**config.mk**
```make
export PLATFORM = sky130hd
export DESIGN_NAME = multi_channel_pwm_duty_ramper_unit_flat
export DESIGN_NICKNAME = d
export VERILOG_FILES = /design/src/sv/pdr_pkg.sv /design/src/sv/pdr_if.sv /design/src/sv/pdr_div.sv /design/src/sv/multi_channel_pwm_duty_ramper_unit.sv /design/src/flat_wrapper.sv
export SDC_FILE = /design/constraint.sdc
export NUM_CORES = 2
export LEC_CHECK = 0
export BUFFER_PORTS_ARGS = -buffer_cell sky130_fd_sc_hd__buf_4
export CAP_MARGIN = 20
export CORE_MARGIN = 4
export CORE_UTILIZATION = 60
export CTS_CLUSTER_DIAMETER = 200
export CTS_CLUSTER_SIZE = 10
export DETAILED_ROUTE_END_ITERATION = 8
export GPL_TIMING_DRIVEN = 0
export PLACE_DENSITY = 0.88
export SETUP_SLACK_MARGIN = 0.5
export SYNTH_ARGS = -nofsm -noshare
export SYNTH_HDL_FRONTEND = slang
export SYNTH_HIERARCHICAL = 1
export SYNTH_SLANG_ARGS = --single-unit
```
**constraint.sdc**
```tcl
create_clock -name clk -period 22.4 [get_ports clk]
set_clock_uncertainty 0.15 [all_clocks]
set_input_delay 3.36 -clock clk [delete_from_list [all_inputs] [get_ports clk]]
set_output_delay 3.36 -clock clk [all_outputs]
set_load 0.02 [all_outputs]
```
**src/sv/pdr_pkg.sv**
```systemverilog
package pdr_pkg;

  typedef enum logic [2:0] {
    OP_SET   = 3'd0,
    OP_STOP  = 3'd1,
    OP_ALL   = 3'd2,
    OP_TICK  = 3'd3,
    OP_EN    = 3'd4,
    OP_DIS   = 3'd5
  } op_t;

  localparam logic [2:0] CFG_MIN   = 3'd0;
  localparam logic [2:0] CFG_MAX   = 3'd1;
  localparam logic [2:0] CFG_UP    = 3'd2;
  localparam logic [2:0] CFG_DOWN  = 3'd3;
  localparam logic [2:0] CFG_EN    = 3'd4;
  localparam logic [2:0] CFG_REV   = 3'd5;
  localparam logic [2:0] CFG_ALT   = 3'd6;

  localparam int PCT_BITS = 7;
  localparam int Q_BITS   = 17;              // Q0.16 duty with one headroom bit
  localparam logic [16:0] DUTY_ONE = 17'h10000;
  // divide by 25 (102400 / 65536 reduced) as ceil(2^26 / 25), exact below 2^21
  localparam logic [21:0] PCT_RECIP = 22'd2684355;
  localparam int          PCT_SHIFT = 26;
  localparam logic [47:0] MAX_RESET = 48'd211366500;

  typedef enum logic [3:0] {
    ST_IDLE,
    ST_DISP,
    ST_SI_MUL,
    ST_SI_DIV,
    ST_SI_FIN,
    ST_TK_CHK,
    ST_TK_MUL,
    ST_TK_DIV,
    ST_TK_EMIT,
    ST_BANK
  } state_t;

endpackage

```
**src/sv/pdr_if.sv**
```systemverilog
interface pdr_in_if;
  logic        valid;
  logic        ready;
  logic [2:0]  operation;
  logic [1:0]  channel;
  logic [10:0] intensity;
  logic [31:0] now_ms;
  modport source (output valid, operation, channel, intensity, now_ms, input ready);
  modport sink   (input valid, operation, channel, intensity, now_ms, output ready);
endinterface

interface pdr_out_if #(parameter int DUTY_BITS = 10);
  logic                 valid;
  logic                 ready;
  logic [1:0]           out_channel;
  logic [DUTY_BITS-1:0] duty_code;
  logic                 duty_written;
  logic                 direction;
  logic                 direction_written;
  logic                 last;
  modport source (output valid, out_channel, duty_code, duty_written, direction,
                  direction_written, last, input ready);
  modport sink   (input valid, out_channel, duty_code, duty_written, direction,
                  direction_written, last, output ready);
endinterface

interface pdr_cfg_if;
  logic        valid;
  logic        ready;
  logic [2:0]  index;
  logic [47:0] data;
  modport source (output valid, index, data, input ready);
  modport sink   (input valid, index, data, output ready);
endinterface

```
**src/sv/pdr_div.sv**
```systemverilog
// Restoring divider, one quotient bit per cycle.
module pdr_div #(
  parameter int NW = 29,
  parameter int DW = 12
) (
  input  logic          clk,
  input  logic          rst_n,
  input  logic          start,
  input  logic [NW-1:0] dividend,
  input  logic [DW-1:0] divisor,
  output logic          done,
  output logic [NW-1:0] quot
);
  localparam int CNTW = $clog2(NW + 1);

  logic [DW-1:0]   rem_r, d_r;
  logic [NW-1:0]   q_r;
  logic [CNTW-1:0] cnt_r;
  logic            busy_r, done_r;
  logic [DW:0]     trial;
  logic            fits;

  assign trial = {rem_r, q_r[NW-1]};
  assign fits  = trial >= {1'b0, d_r};

  always_ff @(posedge clk) begin
    if (!rst_n) begin
      busy_r <= 1'b0;
      done_r <= 1'b0;
      cnt_r  <= '0;
    end else begin
      done_r <= 1'b0;
      if (start) begin
        busy_r <= 1'b1;
        cnt_r  <= CNTW'(NW);
        rem_r  <= '0;
        q_r    <= dividend;
        d_r    <= divisor;
      end else if (busy_r) begin
        rem_r <= fits ? DW'(trial - {1'b0, d_r}) : trial[DW-1:0];
        q_r   <= {q_r[NW-2:0], fits};
        cnt_r <= cnt_r - 1'b1;
        if (cnt_r == CNTW'(1)) begin
          busy_r <= 1'b0;
          done_r <= 1'b1;
        end
      end
    end
  end

  assign done = done_r;
  assign quot = q_r;
endmodule

```
**src/sv/multi_channel_pwm_duty_ramper_unit.sv**
```systemverilog
// channel  dir  handshake    payload
// in_ch    in   valid/ready  operation, channel, intensity, now_ms
// out_ch   out  valid/ready  out_channel, duty_code, duty_written, direction,
//                            direction_written, last
// cfg_ch   in   valid/ready  index, data (always ready)
//
// One word at a time: in_ch is ready only while the sequencer is idle.
// Every command passes through accept and dispatch. A nonzero set intensity
// on an enabled channel adds window products, multiply by the reciprocal of
// 25 and ramp write. Tick skips a settled channel, emits one at ramp end
// directly, and otherwise multiplies, divides serially by the ramp length
// and emits. Bank-wide ops visit each channel in turn; others end at dispatch.
// Reset is synchronous, active low, and clears all channel state at once.
// A stalled out_ch holds the sequencer at the emitting step; one result
// sits in the output register so the last word does not block in_ch.
module multi_channel_pwm_duty_ramper_unit #(
  parameter int NUM_CHANNELS = 4,
  parameter int DUTY_BITS    = 10,
  parameter int RAMP_BITS    = 12
) (
  input  logic clk,
  input  logic rst_n,
  pdr_in_if.sink            in_ch,
  pdr_out_if.source         out_ch,
  pdr_cfg_if.sink           cfg_ch
);
  localparam int N   = NUM_CHANNELS;
  localparam int CW  = (N > 1) ? $clog2(N) : 1;
  localparam int RB  = RAMP_BITS;
  localparam int QB  = pdr_pkg::Q_BITS;
  localparam int NW  = QB + RB;           // interpolation product width
  localparam int PB  = pdr_pkg::PCT_BITS;
  localparam int CDW = QB + DUTY_BITS + 1;
  localparam logic [DUTY_BITS-1:0] MAXC = {DUTY_BITS{1'b1}};

  // config registers
  logic [27:0] min_r, max_r;
  logic [47:0] up_r, dn_r;
  logic [3:0]  en_r, rev_r, alt_r;

  // channel state
  logic [QB-1:0] cur_r [N];
  logic [QB-1:0] st_r  [N];
  logic [QB-1:0] goal_r[N];
  logic [31:0]   beg_r [N];
  logic [RB-1:0] len_r [N];
  logic [N-1:0]  snd_r, par_r, dir_r;
  logic          bank_on_r;

  // captured command
  logic [2:0]  op_r;
  logic [1:0]  ch_r;
  logic [10:0] int_r;
  logic [31:0] now_r;

  pdr_pkg::state_t state_r, state_nxt;
  logic [CW-1:0] c_r;
  logic [N-1:0]  em_r;      // channels that will emit on this tick
  logic [QB-1:0] tgt_r;
  logic [NW-1:0] prod_r;

  // output register
  logic                 o_valid_r;
  logic [1:0]           o_ch_r;
  logic [DUTY_BITS-1:0] o_code_r;
  logic                 o_dw_r, o_dir_r, o_dirw_r, o_last_r;
  logic                 out_free;
  logic                 emit;

  function automatic logic bit_of(input logic [3:0] m, input int c);
    bit_of = (c < 4) ? m[c[1:0]] : 1'b0;
  endfunction

  function automatic logic [PB-1:0] pct_of(input logic [27:0] r, input int c);
    pct_of = PB'(r >> (c * PB));
  endfunction

  function automatic logic [RB-1:0] ramp_of(input logic [47:0] r, input int c);
    ramp_of = RB'(r >> (c * RB));
  endfunction

  // channel select: addressed channel for commands, sweep counter otherwise
  logic          sweep;
  logic [CW-1:0] idx;
  logic          ch_ok;
  logic [QB-1:0] cur, st, goal;
  logic [RB-1:0] len;
  logic          snd;

  assign sweep = (state_r == pdr_pkg::ST_TK_CHK) || (state_r == pdr_pkg::ST_TK_MUL) ||
                 (state_r == pdr_pkg::ST_TK_DIV) || (state_r == pdr_pkg::ST_TK_EMIT) ||
                 (state_r == pdr_pkg::ST_BANK);
  assign idx   = sweep ? c_r : CW'(ch_r);
  assign ch_ok = 32'(ch_r) < 32'(N);
  assign cur   = cur_r[idx];
  assign st    = st_r[idx];
  assign goal  = goal_r[idx];
  assign len   = len_r[idx];
  assign snd   = snd_r[idx];

  // window mapping: num = lo*(1024-I) + hi*I, then (num*16+12)/25
  logic [10:0] isat;
  logic [17:0] num;
  logic [NW-1:0] tgt_dvd;
  logic [42:0]   recip;
  assign isat    = (int_r > 11'd1024) ? 11'd1024 : int_r;
  assign num     = 18'(pct_of(min_r, 32'(idx))) * 18'(11'd1024 - isat) +
                   18'(pct_of(max_r, 32'(idx))) * 18'(isat);
  assign tgt_dvd = NW'({num, 4'b0000}) + NW'(12);
  // dividend stays below 2^21, so the reciprocal product is exact
  assign recip   = 43'(prod_r[20:0]) * 43'(pdr_pkg::PCT_RECIP);

  // elapsed time, negative forced to zero
  logic [31:0] diff, e;
  logic        at_end;
  logic [QB-1:0] absd;
  assign diff   = now_r - beg_r[idx];
  assign e      = diff[31] ? 32'd0 : diff;
  assign at_end = (len == '0) || (e >= 32'(len));
  assign absd   = (goal >= st) ? goal - st : st - goal;

  // shared divider for the interpolation
  logic          div_start, div_done;
  logic [NW-1:0] div_q;

  assign div_start = (state_r == pdr_pkg::ST_TK_MUL);

  pdr_div #(.NW(NW), .DW(RB)) u_div (
    .clk      (clk),
    .rst_n    (rst_n),
    .start    (div_start),
    .dividend (prod_r),
    .divisor  (len),
    .done     (div_done),
    .quot     (div_q)
  );

  // duty code of the selected channel
  logic [QB-1:0]        capped;
  logic [CDW-1:0]       code_w;
  logic [DUTY_BITS-1:0] code;
  assign capped = (cur > pdr_pkg::DUTY_ONE) ? pdr_pkg::DUTY_ONE : cur;
  assign code_w = CDW'(capped) * CDW'(MAXC) + CDW'(32768);
  assign code   = bank_on_r ? code_w[16 +: DUTY_BITS] : '0;

  logic last_ch, tk_last;
  assign last_ch = (c_r == CW'(N - 1));
  assign tk_last = (em_r >> (32'(c_r) + 1)) == '0;

  assign out_free     = !o_valid_r || out_ch.ready;
  assign in_ch.ready  = (state_r == pdr_pkg::ST_IDLE);
  assign cfg_ch.ready = 1'b1;

  // a word is loaded into the output register this cycle
  assign emit = out_free && (((state_r == pdr_pkg::ST_SI_FIN) && !snd) ||
                             (state_r == pdr_pkg::ST_TK_EMIT) ||
                             (state_r == pdr_pkg::ST_BANK));

  // next state
  always_comb begin
    state_nxt = state_r;
    case (state_r)
      pdr_pkg::ST_IDLE: begin
        if (in_ch.valid) state_nxt = pdr_pkg::ST_DISP;
      end
      pdr_pkg::ST_DISP: begin
        case (op_r)
          pdr_pkg::OP_SET: begin
            if (ch_ok && bit_of(en_r, 32'(ch_r)) && int_r != '0) begin
              state_nxt = pdr_pkg::ST_SI_MUL;
            end else begin
              state_nxt = pdr_pkg::ST_IDLE;
            end
          end
          pdr_pkg::OP_ALL, pdr_pkg::OP_DIS: state_nxt = pdr_pkg::ST_BANK;
          pdr_pkg::OP_TICK: state_nxt = pdr_pkg::ST_TK_CHK;
          default: state_nxt = pdr_pkg::ST_IDLE;
        endcase
      end
      pdr_pkg::ST_SI_MUL: state_nxt = pdr_pkg::ST_SI_DIV;
      pdr_pkg::ST_SI_DIV: state_nxt = pdr_pkg::ST_SI_FIN;
      pdr_pkg::ST_SI_FIN: begin
        if (snd || out_free) state_nxt = pdr_pkg::ST_IDLE;
      end
      pdr_pkg::ST_TK_CHK: begin
        if (cur != goal) begin
          state_nxt = at_end ? pdr_pkg::ST_TK_EMIT : pdr_pkg::ST_TK_MUL;
        end else if (last_ch) begin
          state_nxt = pdr_pkg::ST_IDLE;
        end
      end
      pdr_pkg::ST_TK_MUL: state_nxt = pdr_pkg::ST_TK_DIV;
      pdr_pkg::ST_TK_DIV: begin
        if (div_done) state_nxt = pdr_pkg::ST_TK_EMIT;
      end
      pdr_pkg::ST_TK_EMIT: begin
        if (out_free) state_nxt = last_ch ? pdr_pkg::ST_IDLE : pdr_pkg::ST_TK_CHK;
      end
      pdr_pkg::ST_BANK: begin
        if (out_free && last_ch) state_nxt = pdr_pkg::ST_IDLE;
      end
      default: state_nxt = pdr_pkg::ST_IDLE;
    endcase
  end

  always_ff @(posedge clk) begin
    if (!rst_n) state_r <= pdr_pkg::ST_IDLE;
    else        state_r <= state_nxt;
  end

  // datapath and channel state
  always_ff @(posedge clk) begin
    if (!rst_n) begin
      min_r     <= '0;
      max_r     <= pdr_pkg::MAX_RESET[27:0];
      up_r      <= '0;
      dn_r      <= '0;
      en_r      <= '0;
      rev_r     <= '0;
      alt_r     <= '0;
      snd_r     <= '0;
      par_r     <= '0;
      dir_r     <= '0;
      bank_on_r <= 1'b0;
      o_valid_r <= 1'b0;
      c_r       <= '0;
      em_r      <= '0;
      for (int i = 0; i < N; i++) begin
        cur_r[i]  <= '0;
        st_r[i]   <= '0;
        goal_r[i] <= '0;
        beg_r[i]  <= '0;
        len_r[i]  <= '0;
      end
    end else begin
      if (cfg_ch.valid) begin
        case (cfg_ch.index)
          pdr_pkg::CFG_MIN:  min_r <= cfg_ch.data[27:0];
          pdr_pkg::CFG_MAX:  max_r <= cfg_ch.data[27:0];
          pdr_pkg::CFG_UP:   up_r  <= cfg_ch.data;
          pdr_pkg::CFG_DOWN: dn_r  <= cfg_ch.data;
          pdr_pkg::CFG_EN:   en_r  <= cfg_ch.data[3:0];
          pdr_pkg::CFG_REV:  rev_r <= cfg_ch.data[3:0];
          pdr_pkg::CFG_ALT:  alt_r <= cfg_ch.data[3:0];
          default: ;
        endcase
      end

      if (emit)              o_valid_r <= 1'b1;
      else if (out_ch.ready) o_valid_r <= 1'b0;

      case (state_r)
        pdr_pkg::ST_IDLE: begin
          if (in_ch.valid) begin
            op_r  <= in_ch.operation;
            ch_r  <= in_ch.channel;
            int_r <= in_ch.intensity;
            now_r <= in_ch.now_ms;
          end
        end
        pdr_pkg::ST_DISP: begin
          c_r <= '0;
          for (int i = 0; i < N; i++) em_r[i] <= cur_r[i] != goal_r[i];
          if (op_r == pdr_pkg::OP_EN)  bank_on_r <= 1'b1;
          if (op_r == pdr_pkg::OP_DIS) bank_on_r <= 1'b0;
          // stop, or set intensity at zero: spin down unless silent
          if (ch_ok && (op_r == pdr_pkg::OP_STOP ||
              (op_r == pdr_pkg::OP_SET && int_r == '0 && bit_of(en_r, 32'(ch_r))))) begin
            if (snd || cur != '0) begin
              st_r[idx]   <= cur;
              goal_r[idx] <= '0;
              len_r[idx]  <= ramp_of(dn_r, 32'(idx));
              beg_r[idx]  <= now_r;
            end
          end
        end
        pdr_pkg::ST_SI_MUL: begin
          prod_r <= tgt_dvd;
        end
        pdr_pkg::ST_SI_DIV: begin
          tgt_r <= recip[pdr_pkg::PCT_SHIFT +: QB];
        end
        pdr_pkg::ST_SI_FIN: begin
          if (snd || out_free) begin
            if (!snd) begin
              // fresh note: pick direction, flip parity when alternating
              dir_r[idx] <= bit_of(rev_r, 32'(idx)) ^ (bit_of(alt_r, 32'(idx)) & par_r[idx]);
              par_r[idx] <= par_r[idx] ^ bit_of(alt_r, 32'(idx));
              snd_r[idx] <= 1'b1;
              o_ch_r     <= ch_r;
              o_code_r   <= '0;
              o_dw_r     <= 1'b0;
              o_dir_r    <= bit_of(rev_r, 32'(idx)) ^
                            (bit_of(alt_r, 32'(idx)) & par_r[idx]);
              o_dirw_r   <= 1'b1;
              o_last_r   <= 1'b1;
            end
            st_r[idx]   <= cur;
            goal_r[idx] <= tgt_r;
            len_r[idx]  <= ramp_of(up_r, 32'(idx));
            beg_r[idx]  <= now_r;
          end
        end
        pdr_pkg::ST_TK_CHK: begin
          if (cur == goal) begin
            if (goal == '0) snd_r[idx] <= 1'b0;
            c_r <= c_r + 1'b1;
          end else if (at_end) begin
            cur_r[idx] <= goal;
          end else begin
            prod_r <= NW'(absd) * NW'(e[RB-1:0]);
          end
        end
        pdr_pkg::ST_TK_DIV: begin
          if (div_done) begin
            cur_r[idx] <= (goal >= st) ? QB'(st + div_q[QB-1:0])
                                       : QB'(st - div_q[QB-1:0]);
          end
        end
        pdr_pkg::ST_TK_EMIT: begin
          if (out_free) begin
            o_ch_r    <= 2'(c_r);
            o_code_r  <= code;
            o_dw_r    <= 1'b1;
            o_dir_r   <= dir_r[idx];
            o_dirw_r  <= 1'b0;
            o_last_r  <= tk_last;
            if (cur == goal && goal == '0) snd_r[idx] <= 1'b0;
            c_r <= c_r + 1'b1;
          end
        end
        pdr_pkg::ST_BANK: begin
          if (out_free) begin
            cur_r[idx]  <= '0;
            goal_r[idx] <= '0;
            if (op_r == pdr_pkg::OP_ALL) st_r[idx] <= '0;
            snd_r[idx]  <= 1'b0;
            o_ch_r      <= 2'(c_r);
            o_code_r    <= '0;
            o_dw_r      <= 1'b1;
            o_dir_r     <= dir_r[idx];
            o_dirw_r    <= 1'b0;
            o_last_r    <= last_ch;
            c_r         <= c_r + 1'b1;
          end
        end
        default: ;
      endcase
    end
  end

  assign out_ch.valid             = o_valid_r;
  assign out_ch.out_channel       = o_ch_r;
  assign out_ch.duty_code         = o_code_r;
  assign out_ch.duty_written      = o_dw_r;
  assign out_ch.direction         = o_dir_r;
  assign out_ch.direction_written = o_dirw_r;
  assign out_ch.last              = o_last_r;
endmodule

```
**src/flat_wrapper.sv**
```systemverilog
// flat-port wrapper written by rule: the top's interface ports become plain ports
module multi_channel_pwm_duty_ramper_unit_flat 
#(
  parameter int NUM_CHANNELS = 4,
  parameter int DUTY_BITS    = 10,
  parameter int RAMP_BITS    = 12
)
  (clk, rst_n, in_ch_valid, in_ch_operation, in_ch_channel, in_ch_intensity, in_ch_now_ms, in_ch_ready, out_ch_valid, out_ch_out_channel, out_ch_duty_code, out_ch_duty_written, out_ch_direction, out_ch_direction_written, out_ch_last, out_ch_ready, cfg_ch_valid, cfg_ch_index, cfg_ch_data, cfg_ch_ready);
  pdr_in_if in_ch_i ();
  pdr_out_if #(.DUTY_BITS(DUTY_BITS)) out_ch_i ();
  pdr_cfg_if cfg_ch_i ();
  input  logic clk;
  input  logic rst_n;
  input wire logic [$bits(in_ch_i.valid)-1:0] in_ch_valid;
  input wire logic [$bits(in_ch_i.operation)-1:0] in_ch_operation;
  input wire logic [$bits(in_ch_i.channel)-1:0] in_ch_channel;
  input wire logic [$bits(in_ch_i.intensity)-1:0] in_ch_intensity;
  input wire logic [$bits(in_ch_i.now_ms)-1:0] in_ch_now_ms;
  output wire logic [$bits(in_ch_i.ready)-1:0] in_ch_ready;
  output wire logic [$bits(out_ch_i.valid)-1:0] out_ch_valid;
  output wire logic [$bits(out_ch_i.out_channel)-1:0] out_ch_out_channel;
  output wire logic [$bits(out_ch_i.duty_code)-1:0] out_ch_duty_code;
  output wire logic [$bits(out_ch_i.duty_written)-1:0] out_ch_duty_written;
  output wire logic [$bits(out_ch_i.direction)-1:0] out_ch_direction;
  output wire logic [$bits(out_ch_i.direction_written)-1:0] out_ch_direction_written;
  output wire logic [$bits(out_ch_i.last)-1:0] out_ch_last;
  input wire logic [$bits(out_ch_i.ready)-1:0] out_ch_ready;
  input wire logic [$bits(cfg_ch_i.valid)-1:0] cfg_ch_valid;
  input wire logic [$bits(cfg_ch_i.index)-1:0] cfg_ch_index;
  input wire logic [$bits(cfg_ch_i.data)-1:0] cfg_ch_data;
  output wire logic [$bits(cfg_ch_i.ready)-1:0] cfg_ch_ready;
  assign in_ch_i.valid = in_ch_valid;
  assign in_ch_i.operation = in_ch_operation;
  assign in_ch_i.channel = in_ch_channel;
  assign in_ch_i.intensity = in_ch_intensity;
  assign in_ch_i.now_ms = in_ch_now_ms;
  assign in_ch_ready = in_ch_i.ready;
  assign out_ch_valid = out_ch_i.valid;
  assign out_ch_out_channel = out_ch_i.out_channel;
  assign out_ch_duty_code = out_ch_i.duty_code;
  assign out_ch_duty_written = out_ch_i.duty_written;
  assign out_ch_direction = out_ch_i.direction;
  assign out_ch_direction_written = out_ch_i.direction_written;
  assign out_ch_last = out_ch_i.last;
  assign out_ch_i.ready = out_ch_ready;
  assign cfg_ch_i.valid = cfg_ch_valid;
  assign cfg_ch_i.index = cfg_ch_index;
  assign cfg_ch_i.data = cfg_ch_data;
  assign cfg_ch_ready = cfg_ch_i.ready;
  multi_channel_pwm_duty_ramper_unit #(.NUM_CHANNELS(NUM_CHANNELS), .DUTY_BITS(DUTY_BITS), .RAMP_BITS(RAMP_BITS)) u_core (.clk(clk), .rst_n(rst_n), .in_ch(in_ch_i), .out_ch(out_ch_i), .cfg_ch(cfg_ch_i));
endmodule
```
# Yosys cells after proc, flatten, opt, wreduce, memory -nomap -nowiden
# Memories as Yosys holds them, arrays and structs flattened.
# Index checks and enable logic that the tools add are counted.
totals:
  mem_bits_rw: 380
  elab_cells: 335
  in_bits: 104
  memories: 5
  ff_bits: 358
  output_inout_bits: 19
op_classes:
  reduce_logical: 66
  bitwise: 17
  n_shift: 5
  n_eq_ne: 42
  muxes: 138
  magnitude_cmp: 8
  add_sub_neg: 13
  multipliers: 7
mem_list:
  columns: ["name", "depth", "width", "read_ports", "rd_ports_with_merged_regs", "wr", "line_no", "source"]
  rows:
  - ["u_core.beg_r", 4, 32, 1, 0, 4, "multi_channel_pwm_duty_ramper_unit.sv:45", "logic [31:0] beg_r [N];"]
  - ["u_core.cur_r", 4, 17, 5, 0, 4, "multi_channel_pwm_duty_ramper_unit.sv:42", "logic [QB-1:0] cur_r [N];"]
  - ["u_core.goal_r", 4, 17, 5, 0, 4, "multi_channel_pwm_duty_ramper_unit.sv:44", "logic [QB-1:0] goal_r[N];"]
  - ["u_core.st_r", 4, 17, 1, 0, 4, "multi_channel_pwm_duty_ramper_unit.sv:43", "logic [QB-1:0] st_r [N];"]
  - ["u_core.len_r", 4, 12, 1, 0, 4, "multi_channel_pwm_duty_ramper_unit.sv:46", "logic [RB-1:0] len_r [N];"]
op_table:
  columns: ["op", "n"]
  rows:
  - ["17-bit two-way mux", 12]
  - ["29-bit two-way mux", 4]
  - ["48-bit by 32-bit >> shifter with 12-bit output", 2]
  - ["17-bit != test", 5]
  - ["32-bit two-way mux", 2]
  - ["28-bit by 32-bit >> shifter with 7-bit output", 2]
  - ["4-bit two-way mux", 15]
  - ["1-bit two-way mux", 59]
  - ["29-bit case mux with 2 select lines", 1]
  - ["17-bit OR reduction", 3]
  - ["17-bit subtractor", 3]
  - ["10-bit two-way mux", 5]
  - ["12-bit two-way mux", 4]
  - ["21-bit by 22-bit multiplier with 43-bit output, second input constant", 1]
  - ["4-bit case mux with 10 select lines", 1]
  - ["32-bit by 12-bit greater-or-equal comparator with 1-bit output", 1]
  - ["32-bit OR reduction", 1]
  - ["4-bit by 32-bit >> shifter with 4-bit output", 1]
  - ["32-bit subtractor", 1]
  - ["31-bit two-way mux", 1]
  - ["10-bit case mux with 3 select lines", 1]
  - ["17-bit by 12-bit multiplier with 29-bit output", 1]
  - ["26-bit by 16-bit adder with 26-bit output, second input constant", 1]
  - ["17-bit by 10-bit multiplier with 26-bit output, second input constant", 1]
  - ["73 further kinds", 168]

# Depth between registers and ports, before layout
# An unclocked memory read counts as a cell.
logic_depth:
  depth_word: 20
  mapped_depth: 47

# Cells and area by module
# The synthesis kept the hierarchy.
by_module_without_submodules:
  columns: ["module", "n_inst", "area_per_inst_um2", "cells_each"]
  rows:
  - ["multi_channel_pwm_duty_ramper_unit", 1, 56477.9, 5709]
  - ["pdr_div", 1, 3120.5, 236]

# Worst setup path after synthesis
# Ideal clock, no wire load.
synth_path:
  path_type: "reg-to-reg"
  start: "register u_core.state_r[3]"
  end: "register u_core.prod_r[0], enable pin"
  path_stages_with_launch: 34
  arrival_ns: 12.305
  setup_slack_ns: 9.371
  t_required_ns: 21.677
  path_buffers: 7
  period_less_slack_ns: 13.029
  path_cell_list: "dfxtp_1 > buf_6 > nor3b_2 > a22o_1 > nor2_2 > buf_2 > buf_2 > clkbuf_1 > buf_1 > mux4_2 > inv_1 > ha_1 > o21a_1 > o31a_1 > o41a_1 > a31o_2 > o31ai_1 > o21ai_0 > o22ai_1 > xnor2_1 > clkbuf_1 > and2_0 > clkbuf_1 > ha_1 > a21oi_1 > nor2b_1 > o21ai_0 > nand2b_1 > a21oi_1 > and4_1 > nand4_1 > nor4_1 > a2bb2oi_2 > a2111oi_0"
synth_between:
  elab_chain_cells: 13
  word_cells_on_any_way: 25
synth_rtl:
  columns: ["item", "line_no", "source"]
  rows:
  - ["from (decl)", "multi_channel_pwm_duty_ramper_unit.sv:56", "pdr_pkg::state_t state_r, state_nxt;"]
  - ["from (signal assigned)", "multi_channel_pwm_duty_ramper_unit.sv:207", "if (!rst_n) state_r <= pdr_pkg::ST_IDLE;"]
  - ["from (signal assigned)", "multi_channel_pwm_duty_ramper_unit.sv:208", "else state_r <= state_nxt;"]
  - ["4-bit by 3-bit equality test with 1-bit output (on tied branches)", "multi_channel_pwm_duty_ramper_unit.sv:90, multi_channel_pwm_duty_ramper_unit.sv:252", null]
  - ["1-bit logical OR (2 in series)", "multi_channel_pwm_duty_ramper_unit.sv:90", "assign sweep = (state_r == pdr_pkg::ST_TK_CHK) || (state_r == pdr_pkg::ST_TK_MUL) ||"]
  - ["1-bit logical OR (2 in series)", "multi_channel_pwm_duty_ramper_unit.sv:91", "(state_r == pdr_pkg::ST_TK_DIV) || (state_r == pdr_pkg::ST_TK_EMIT) ||"]
  - ["2-bit two-way mux", "multi_channel_pwm_duty_ramper_unit.sv:93", "assign idx = sweep ? c_r : CW'(ch_r);"]
  - ["memory read 4 x 32 bit", null, null]
  - ["32-bit subtractor", "multi_channel_pwm_duty_ramper_unit.sv:117", "assign diff = now_r - beg_r[idx];"]
  - ["31-bit two-way mux", "multi_channel_pwm_duty_ramper_unit.sv:118", "assign e = diff[31] ? 32'd0 : diff;"]
  - ["32-bit by 12-bit greater-or-equal comparator with 1-bit output", "multi_channel_pwm_duty_ramper_unit.sv:119", "assign at_end = (len == '0) || (e >= 32'(len));"]
  - ["1-bit logical OR", "multi_channel_pwm_duty_ramper_unit.sv:119", null]
  - ["2-bit != test (no line)", null, null]
  - ["4-bit AND reduction (no line) (*)", null, null]
  - ["to (signal assigned)", "multi_channel_pwm_duty_ramper_unit.sv:278", "prod_r <= tgt_dvd;"]
  - ["to (signal assigned)", "multi_channel_pwm_duty_ramper_unit.sv:311", "prod_r <= NW'(absd) * NW'(e[RB-1:0]);"]
  - ["to (decl)", "multi_channel_pwm_duty_ramper_unit.sv:60", "logic [NW-1:0] prod_r;"]
# Mark *: on every way between the ends. The rest lies on a longest branch, timed or not.
# A chain may end at the register's enable or synchronous reset.

# Final worst setup path
layout_path:
  start: "register u_core.state_r[1]"
  end: "register u_core.prod_r[27] (data pin)"
layout_between:
  elab_chain_cells: 13
  word_cells_on_any_way: 24
layout_rtl:
  columns: ["item", "line_no", "source"]
  rows:
  - ["4-bit by 3-bit equality test with 1-bit output (on tied branches)", "multi_channel_pwm_duty_ramper_unit.sv:90, multi_channel_pwm_duty_ramper_unit.sv:252", null]
  - ["1-bit logical OR (2 in series)", "multi_channel_pwm_duty_ramper_unit.sv:90", null]
  - ["1-bit logical OR (2 in series)", "multi_channel_pwm_duty_ramper_unit.sv:91", null]
  - ["2-bit two-way mux", "multi_channel_pwm_duty_ramper_unit.sv:93", null]
  - ["memory read 4 x 32 bit, or another cell as far along", null, null]
  - ["32-bit subtractor, or another cell as far along", "multi_channel_pwm_duty_ramper_unit.sv:117", null]
  - ["31-bit two-way mux / 17-bit two-way mux (equally long branches)", "multi_channel_pwm_duty_ramper_unit.sv:118, multi_channel_pwm_duty_ramper_unit.sv:120", null]
  - ["17-bit by 12-bit multiplier with 29-bit output", "multi_channel_pwm_duty_ramper_unit.sv:311", null]
  - ["29-bit two-way mux", "multi_channel_pwm_duty_ramper_unit.sv:308", "end else if (at_end) begin"]
  - ["29-bit two-way mux", "multi_channel_pwm_duty_ramper_unit.sv:305", "if (cur == goal) begin"]
  - ["29-bit case mux with 2 select lines (*)", "multi_channel_pwm_duty_ramper_unit.sv:252", "case (state_r)"]
# Mark *: on every way between the ends. The rest lies on a longest branch, timed or not. The select of a mux whose other input is x is not followed.

==> metrics.txt <==
Net count, final 7328; Placement Rows 115; share of Yosys cell area claimed by the top area cell type 27.4%; number of failing setup endpoints in the final timing report 0; simple-gate share of the synthesized area 14.6%; Clock transition at path regs 0.06 ns; vias 47216; crit-path max cell delay 0.89 ns; critical path peak fanout 10; violated checks DRC; count of placed standard cells in the final layout, fillers left out 7514; width of the die 323 um; Critical-path top delay cell sky130_fd_sc_hd__a211oi_2; cell type contributing the most total cell area after synthesis sky130_fd_sc_hd__edfxtp_1; final clock period utilization by the worst path 69.0%; ratio of cells with drive above 1 in the final layout 7.84%; TritonCTS clock tree yes; top area cells in the synthesized netlist sky130_fd_sc_hd__edfxtp_1 27%, sky130_fd_sc_hd__fa_1 18%, sky130_fd_sc_hd__ha_1 11%; number of port buffers 121; distinct cell type count after synthesis 99; count of cells resized by post-cts repair 0; Avg Vias per Cell 6.28; TritonCTS sink count 737; initial antenna violation count 4; first drt pass iteration count 9; Seq/Total Area, Yosys 33.9%; post-synthesis share of cell area spent on full adders, half adders and majority gates 28.4%; share of cell area taken by muxes after synthesis 5.55%; first-pass GRT wire length 277 mm; Clock Latency Late Sink 0.67 ns; half-perimeter wire length after placement 141 mm; DRC violation count after routing 50; Crit path arrival time 15.68 ns; worst path required time 22.64 ns; total gr overflow 0; max-slew violation total from the final report 0; complex-gate fraction of the synthesized area 7.30%; number of flops mapped to enable cells by yosys 543; final RePlAce weighted congestion 0.989; die area 0.104 mm2; Synth Register Bits 737; Post-synth top cells 856 x sky130_fd_sc_hd__inv_1, 789 x sky130_fd_sc_hd__nand2_1, 579 x sky130_fd_sc_hd__nor2_1, 543 x sky130_fd_sc_hd__edfxtp_1, 532 x sky130_fd_sc_hd__fa_1; core outline area 0.0984 mm2; largest net degree at the start of global routing 49; fill cell count 7294; DR WL/cell 24.2 um; path depth of the worst reg2reg path 45; sum of routed wire length over all layers 182 mm; Setup crit start kind register; ports placed on the boundary 123; number of standard cells after synthesis 5945; Hold Crit Depth 2; CTS Buf Count 83; Yosys warning count 6; DRT antenna net count 0; path class of the lowest-slack min-delay path reg2reg; cell with the most instances after synthesis sky130_fd_sc_hd__inv_1; primary flip-flop cell chosen by synthesis mapping sky130_fd_sc_hd__edfxtp_1; Post-Synthesis Mean Instance Area 10.0 um2; outcome finished with violations; highest attainable clock frequency 0.0647 GHz; Worst setup EP type register; final number of hold-violating endpoints 0; Setup Buffers After CTS 0; vias in the first global route 48478; starting density of the core 60.6%; accumulated negative setup slack 0 ns; number of maximum-capacitance violations 0; combinational family with the most area after synthesis adder cells; detailed router's first-iteration violation count 5777; Final min period 15.45 ns; critical path class reg2reg; total routing resource utilization after global routing 34.9%; fraction of synthesized cell area in xor and xnor cells 3.22%; number of buffers inserted for hold repair after clock tree synthesis 0; fraction of registers with async set or reset after synthesis 0%; cell count after placement 7390; transition time of the tightest slew-check pin 1.33 ns; number of H-tree levels 3; buffer cell driving the clock tree root sky130_fd_sc_hd__clkbuf_16; signed area change from the synthesized netlist to the final layout 9.04%; setup repair after global routing missed its margin false; remaining max-slew budget at the tightest pin 10.2%; synthesized area 0.0596 mm2; maximum clock path buffer count 3; die outline height 323 um
## placed cells by master (no fill, tap or decap), types with 84 or more instances in the layout
cell type	netlist	final
sky130_fd_sc_hd__ha_1	501	501
sky130_fd_sc_hd__o21ai_0	115	105
sky130_fd_sc_hd__clkbuf_16	0	84
sky130_fd_sc_hd__nand3_1	101	101
sky130_fd_sc_hd__dfxtp_1	194	194
sky130_fd_sc_hd__nor2_1	579	578
sky130_fd_sc_hd__fa_1	532	532
sky130_fd_sc_hd__nor3_1	103	102
sky130_fd_sc_hd__a21oi_1	285	285
sky130_fd_sc_hd__clkbuf_1	170	199
sky130_fd_sc_hd__buf_4	1	126
sky130_fd_sc_hd__xnor2_1	160	160
sky130_fd_sc_hd__edfxtp_1	543	543
sky130_fd_sc_hd__inv_1	856	856
sky130_fd_sc_hd__nand2_1	789	786
sky130_fd_sc_hd__mux4_2	90	90
## layout make-up
cell class,count,area [um2],share of cell area [%]
Antenna cell,2,5.00,0.00770
Buffer,239,996,1.53
Clock buffer,113,2210,3.40
Clock inverter,6,106,0.164
Inverter,860,3230,4.97
Multi-Input combinational cell,4120,35300,54.4
Sequential cell,737,20200,31.1
Tap cell,1287,1610,2.48
Timing Repair Buffer,150,1310,2.02
## critical path: cells and delay by family (launching register included)
family / cells / cell delay [ns]
muxes: 1 / 0.39
and+or+nand+nor: 6 / 1.20
DFF: 1 / 0.33
buffers and inverters: 13 / 4.33
adders and majority gates: 7 / 2.94
AOI/OAI and AO/OA: 16 / 5.41
xor gates and xnor gates: 2 / 0.40
## final timing paths
path                                       start                         endpoint  slack [ns]
setup reg to reg  u_core/state_r[1]$_SDFFE_PN0P_  u_core/prod_r[27]$_SDFFCE_PN0P_        6.95
setup / recovery  u_core/state_r[1]$_SDFFE_PN0P_  u_core/prod_r[27]$_SDFFCE_PN0P_        6.95
hold / removal      u_core/min_r[5]$_SDFFE_PN0P_     u_core/min_r[5]$_SDFFE_PN0P_        0.30
hold reg to reg     u_core/min_r[5]$_SDFFE_PN0P_     u_core/min_r[5]$_SDFFE_PN0P_        0.30
## per-stage QoR
stage | setup slack, ns | util (%) | hold WS (ns) | instance area, um2
finish | 6.95 | 66.0 | 0.302 | 65000
global route | 6.50 | 66.0 | 0.321 | 65000
CTS | 7.46 | 66.0 | 0.302 | 64900
detailed placement | 7.61 | 63.6 | 0.295 | 62600
global placement | 1.85 | 63.2 | 0.289 | 62200
floorplan | 9.37 | - | 0.283 | 59600
## routing by layer
layer	global-route usage, %	vias up	part of all wire (%)
li1	-	20237	-
met1	42.7	22866	34
met2	55.3	3289	46
met5	0	-	0.043
met4	21.8	8	7.7
met3	9.75	816	13
## cells by family after synthesis
kind of cell,count (synthesis)
AO/OA/AOI/OAI,689
XOR/XNOR,219
adder cells (fa/ha/maj),1034
buffers and inverters,1099
flip-flops,737
multiplexers,212
other,2
AND/OR/NAND/NOR,1953
## flip-flops by register name, indices dropped and copies added (netlist names), 32 cells and up, named ones only
| name | cells |
|---|---|
| u_core/up_r | 48 |
| u_core/cur_r | 68 |
| u_core/now_r | 32 |
| u_core/goal_r | 68 |
| u_core/len_r | 48 |
| u_core/dn_r | 48 |
| u_core/beg_r | 128 |
| u_core/st_r | 68 |
Power is left out: the tool's default activity adds up to more than one toggle a clock period on the data nets, which glitch-free logic cannot reach.
